[src/hw/rtl/tgs_pkg.sv]
// package of the trilinear grid sampler: constants, types, helpers
package tgs_pkg;

    localparam int GRID_DIM_DEF = 32;
    localparam int ADDR_W       = 15;
    localparam int STORE_DEPTH  = 1 << ADDR_W;
    localparam int CPU_W        = 24;
    localparam logic [CPU_W-1:0] CPU_RESET = 24'd65536;

    // action codes of an input item
    localparam logic ACT_WRITE  = 1'b0;
    localparam logic ACT_SAMPLE = 1'b1;

    typedef enum logic [2:0] {
        ST_IDLE,
        ST_AXIS,
        ST_READ,
        ST_LERP,
        ST_OUT
    } state_t;

    // one lerp request to the shared blend unit
    typedef struct packed {
        logic               start;
        logic signed [31:0] a;
        logic signed [31:0] b;
        logic [15:0]        f;
    } lerp_req_t;

    function automatic logic signed [31:0] sat32(input logic signed [49:0] v);
        if (v > 50'sd2147483647)
            return 32'sh7fffffff;
        else if (v < -50'sd2147483648)
            return 32'sh80000000;
        else
            return v[31:0];
    endfunction

endpackage

[src/hw/rtl/tgs_lerp.sv]
// shared lerp unit: a*(1-f) + b*f rounded; products and start are registered
module tgs_lerp
    import tgs_pkg::*;
(
    input  logic               clk,
    input  logic               rst_n,
    input  lerp_req_t          req,
    output logic               done,
    output logic signed [31:0] result
);

    logic signed [49:0] pa_reg, pb_reg;
    logic               stage_reg;
    logic signed [50:0] sum;

    always_ff @(posedge clk or negedge rst_n)
    begin
        if (!rst_n)
            stage_reg <= 1'b0;
        else
            stage_reg <= req.start;
    end

    always_ff @(posedge clk)
    begin
        if (req.start)
        begin
            pa_reg <= req.a * $signed({1'b0, 17'd65536 - {1'b0, req.f}});
            pb_reg <= req.b * $signed({2'b0, req.f});
        end
    end

    // convex combination of 32-bit values stays in 32 bits after the shift
    assign sum    = {pa_reg[49], pa_reg} + {pb_reg[49], pb_reg} + 51'sd32768;
    assign done   = stage_reg;
    assign result = sum[47:16];

endmodule

[config.mk]
export PLATFORM = sky130hd
export DESIGN_NAME = tgs_lerp
export DESIGN_NICKNAME = d
export VERILOG_FILES = /design/src/hw/rtl/tgs_pkg.sv /design/src/hw/rtl/tgs_lerp.sv
export SDC_FILE = /design/constraint.sdc
export NUM_CORES = 2
export LEC_CHECK = 0
export ABC_AREA = 0
export BUFFER_PORTS_ARGS = -buffer_cell sky130_fd_sc_hd__buf_2
export CAP_MARGIN = 0
export CELL_PAD_IN_SITES_DETAIL_PLACEMENT = 1
export CELL_PAD_IN_SITES_GLOBAL_PLACEMENT = 1
export CORE_UTILIZATION = 47
export CTS_CLUSTER_SIZE = 16
export DETAILED_ROUTE_END_ITERATION = 10
export MAX_ROUTING_LAYER = met4
export PLACE_DENSITY_LB_ADDON = 0.1
export SETUP_SLACK_MARGIN = 0.3
export SLEW_MARGIN = 20
export SYNTH_ARGS = -nofsm -noshare
export SYNTH_HDL_FRONTEND = slang
export SYNTH_SLANG_ARGS = --single-unit
[constraint.sdc]
create_clock -name clk -period 3 [get_ports clk]
set_input_delay 0.15 -clock clk [delete_from_list [all_inputs] [get_ports clk]]
set_output_delay 0.15 -clock clk [all_outputs]
set_load 0.005 [all_outputs]
==> results.cfg <==
[layout]
design_area_um2 = 50900
final_cells = 6279
final_common_cell = inv_1
nets = 6510
layout-drive-gt1-share = 0.212
syn2layout_area_growth_pct = 22.8
layout_common_cells = inv_1 (1098), fa_1 (974), nand2_1 (652)

[synth]
synth_top_cell_area_share = 0.480
syn_area_per_cell_um2 = 9.23
syn_inst = 4490
async_flop_share = 0.0103
syn_nets = 5885
yosys.area.top_type = fa_1
yosys-top-cells-area = fa_1 (48%), inv_1 (10%), ha_1 (9.6%), edfxtp_1 (7.0%), and2_1 (6.7%)
ys.flop_type = edfxtp_1
synth_seq_cells = 97
yosys_warnings = 0
ys_seq_area_frac = 0.0702
yosysUniqueCellTypes = 66
synth_edf_count = 96
netlist_area_um2 = 41400

[worst_setup_path]
cp_max_fo = 13
cp.required_ns = 3.13
worstSetupStartpoint = req[5]
critPathArrivalTime_ns = 7.61
critPathLaunchType = input port
crit_path_end = pa_reg[40]$_DFFE_PP_
cpMaxStageDelayCell = fa_1
crit_path_frequent_cell = fa_1
criticalPathCategory = in -> reg
max_stage_delay_ns = 0.54
critPathCaptureType = register

[clock_tree]
clk_path_buf_depth = 2
cts.root.buffer_cell = clkbuf_16
clkTransAtPathRegs_ns = 0.09
tritoncts = yes
numCtsBuffers = 9
numClockSinks = 97
htreeDepth = 3

[placement]
dp_cells = 6201
gp_congestion = 0.888
dp_hpwl_um = 105000
port_buffers = 115
dpl_cell_area_um2 = 48700

[sta]
period_needed_ns = 7.48
final_max_slew_viol_count = 0
worstMarginPinSlew_ns = 0.770
fin_crit_sh = 2.49
hold_viol_final = 0
rsz0062_at_grt = yes
fin_ws_ns = -4.48
max-slew-margin-rel = 0.487
fmax_ghz = 0.134
finalSetupViolCount = 119

[grt]
antenna_found_initial = 4
track_usage = 0.299
grt.overflow.total = 0
grt_start_max_net_pins = 52
grt_pass1_vias = 37600
grt_first_pass_wirelength_um = 200000

[routing]
avgRoutedWirePerCell_um = 20.2
viasPerCell = 5.16
drt-total-wl_um = 127000
ant_nets = 0
drt_iter0_drc = 1347
drcViolationCount = 0
via_count = 32400
drtPass1Iterations = 5

[hold_path]
min_path_type = in -> async

[job]
cap_violations = 0

[die]
coreArea_um2 = 87000
fp.dieW_um = 299
die_h_um = 299
dieArea_um2 = 89300
initial_core_util = 0.476
pin_count = 116
fp-row-count = 108

[run_status]
outcome = finished with violations
violations = setup timing
## critical path, delay by kind of cell
family | cells | cell delay (ns)
AO/OA/AOI/OAI | 5 | 0.96
XOR/XNOR | 2 | 0.29
adder cells (fa/ha/maj) | 7 | 3.25
buffers and inverters | 8 | 0.79
AND/OR/NAND/NOR | 8 | 2.17
## worst min-delay path by stage
stage	startpoint	end	cells after the start
after floorplan	rst_n	done$_DFF_PN0_	0
after global placement	rst_n	done$_DFF_PN0_	1
after detailed placement	rst_n	done$_DFF_PN0_	1
after CTS	rst_n	done$_DFF_PN0_	2
after global routing	rst_n	done$_DFF_PN0_	2
final	rst_n	done$_DFF_PN0_	2
## routing by layer
layer,wire [µm],track usage,part of all wire
met1,50300,0.358,0.40
met2,67100,0.524,0.53
met3,4400,0.0284,0.035
met4,5150,0.103,0.041
met5,0,-,0
## stage by stage
step	hold slack, ns	setup slack [ns]	utilization	TNS, ns
floorplan	-0.146	-4.26	-	-234.03
global placement	-0.0744	-4.75	0.559	-305.49
detailed placement	-0.0722	-4.89	0.559	-315.40
CTS	0.0715	-4.27	0.573	-277.29
global route	0.0878	-4.70	0.585	-310.91
finish	0.0733	-4.48	0.585	-288.98
## cell families (layout without fill, tap and decap cells)
| logic type | after synthesis | count (layout) | share of synthesized area |
|---|---|---|---|
| AOI/OAI and AO/OA | 331 | 331 | 0.0525 |
| and+or+nand+nor | 1296 | 1296 | 0.152 |
| buffers and inverters | 1309 | 1939 | 0.119 |
| muxes | 1 | 1 | 0.000242 |
| DFF | 97 | 97 | 0.0702 |
| adders and majority gates | 1312 | 1312 | 0.576 |
| other | 0 | 4 | 0 |
| xor gates and xnor gates | 144 | 144 | 0.0304 |
## Yosys cell counts (all sizes together), types with 3 or more instances
master / n
a211o: 4
a41oi: 3
fa: 993
nor2: 71
inv: 1118
a211oi: 13
nand4: 17
edfxtp: 96
and3: 8
a31oi: 14
o311ai: 4
nor4: 6
or3: 6
o21a: 18
o31a: 6
xor2: 47
o21ai: 50
nor2b: 13
o21bai: 11
clkbuf: 178
nand3: 21
nor3: 22
buf: 13
or2: 3
ha: 319
and2: 443
a21boi: 5
xnor2: 97
o31ai: 6
a21oi: 95
nand2b: 10
o41ai: 5
o2111ai: 4
a21o: 76
nand2: 667
and4: 3
## repair_timing
item,CTS,global route
hold buffers,1,0
gates cloned,2,2
endpoints found under the setup margin,121,120
buffers inserted,23,30
endpoints found under the hold margin,1,0
resized for setup,149,144
pin swaps,41,52
## layout make-up
cell class / instances / area (µm²)
multi-input cells: 3084 / 35400
clock buffers: 10 / 229
clock inverters: 6 / 73.8
repair buffers: 805 / 6630
fillers: 9885 / 36100
well taps: 1155 / 1450
inverters: 1118 / 4200
diodes: 4 / 10.0
flip-flops and latches: 97 / 2910
Power is left out: the tool's default activity adds up to more than one toggle a clock period on the data nets, which glitch-free logic cannot reach.
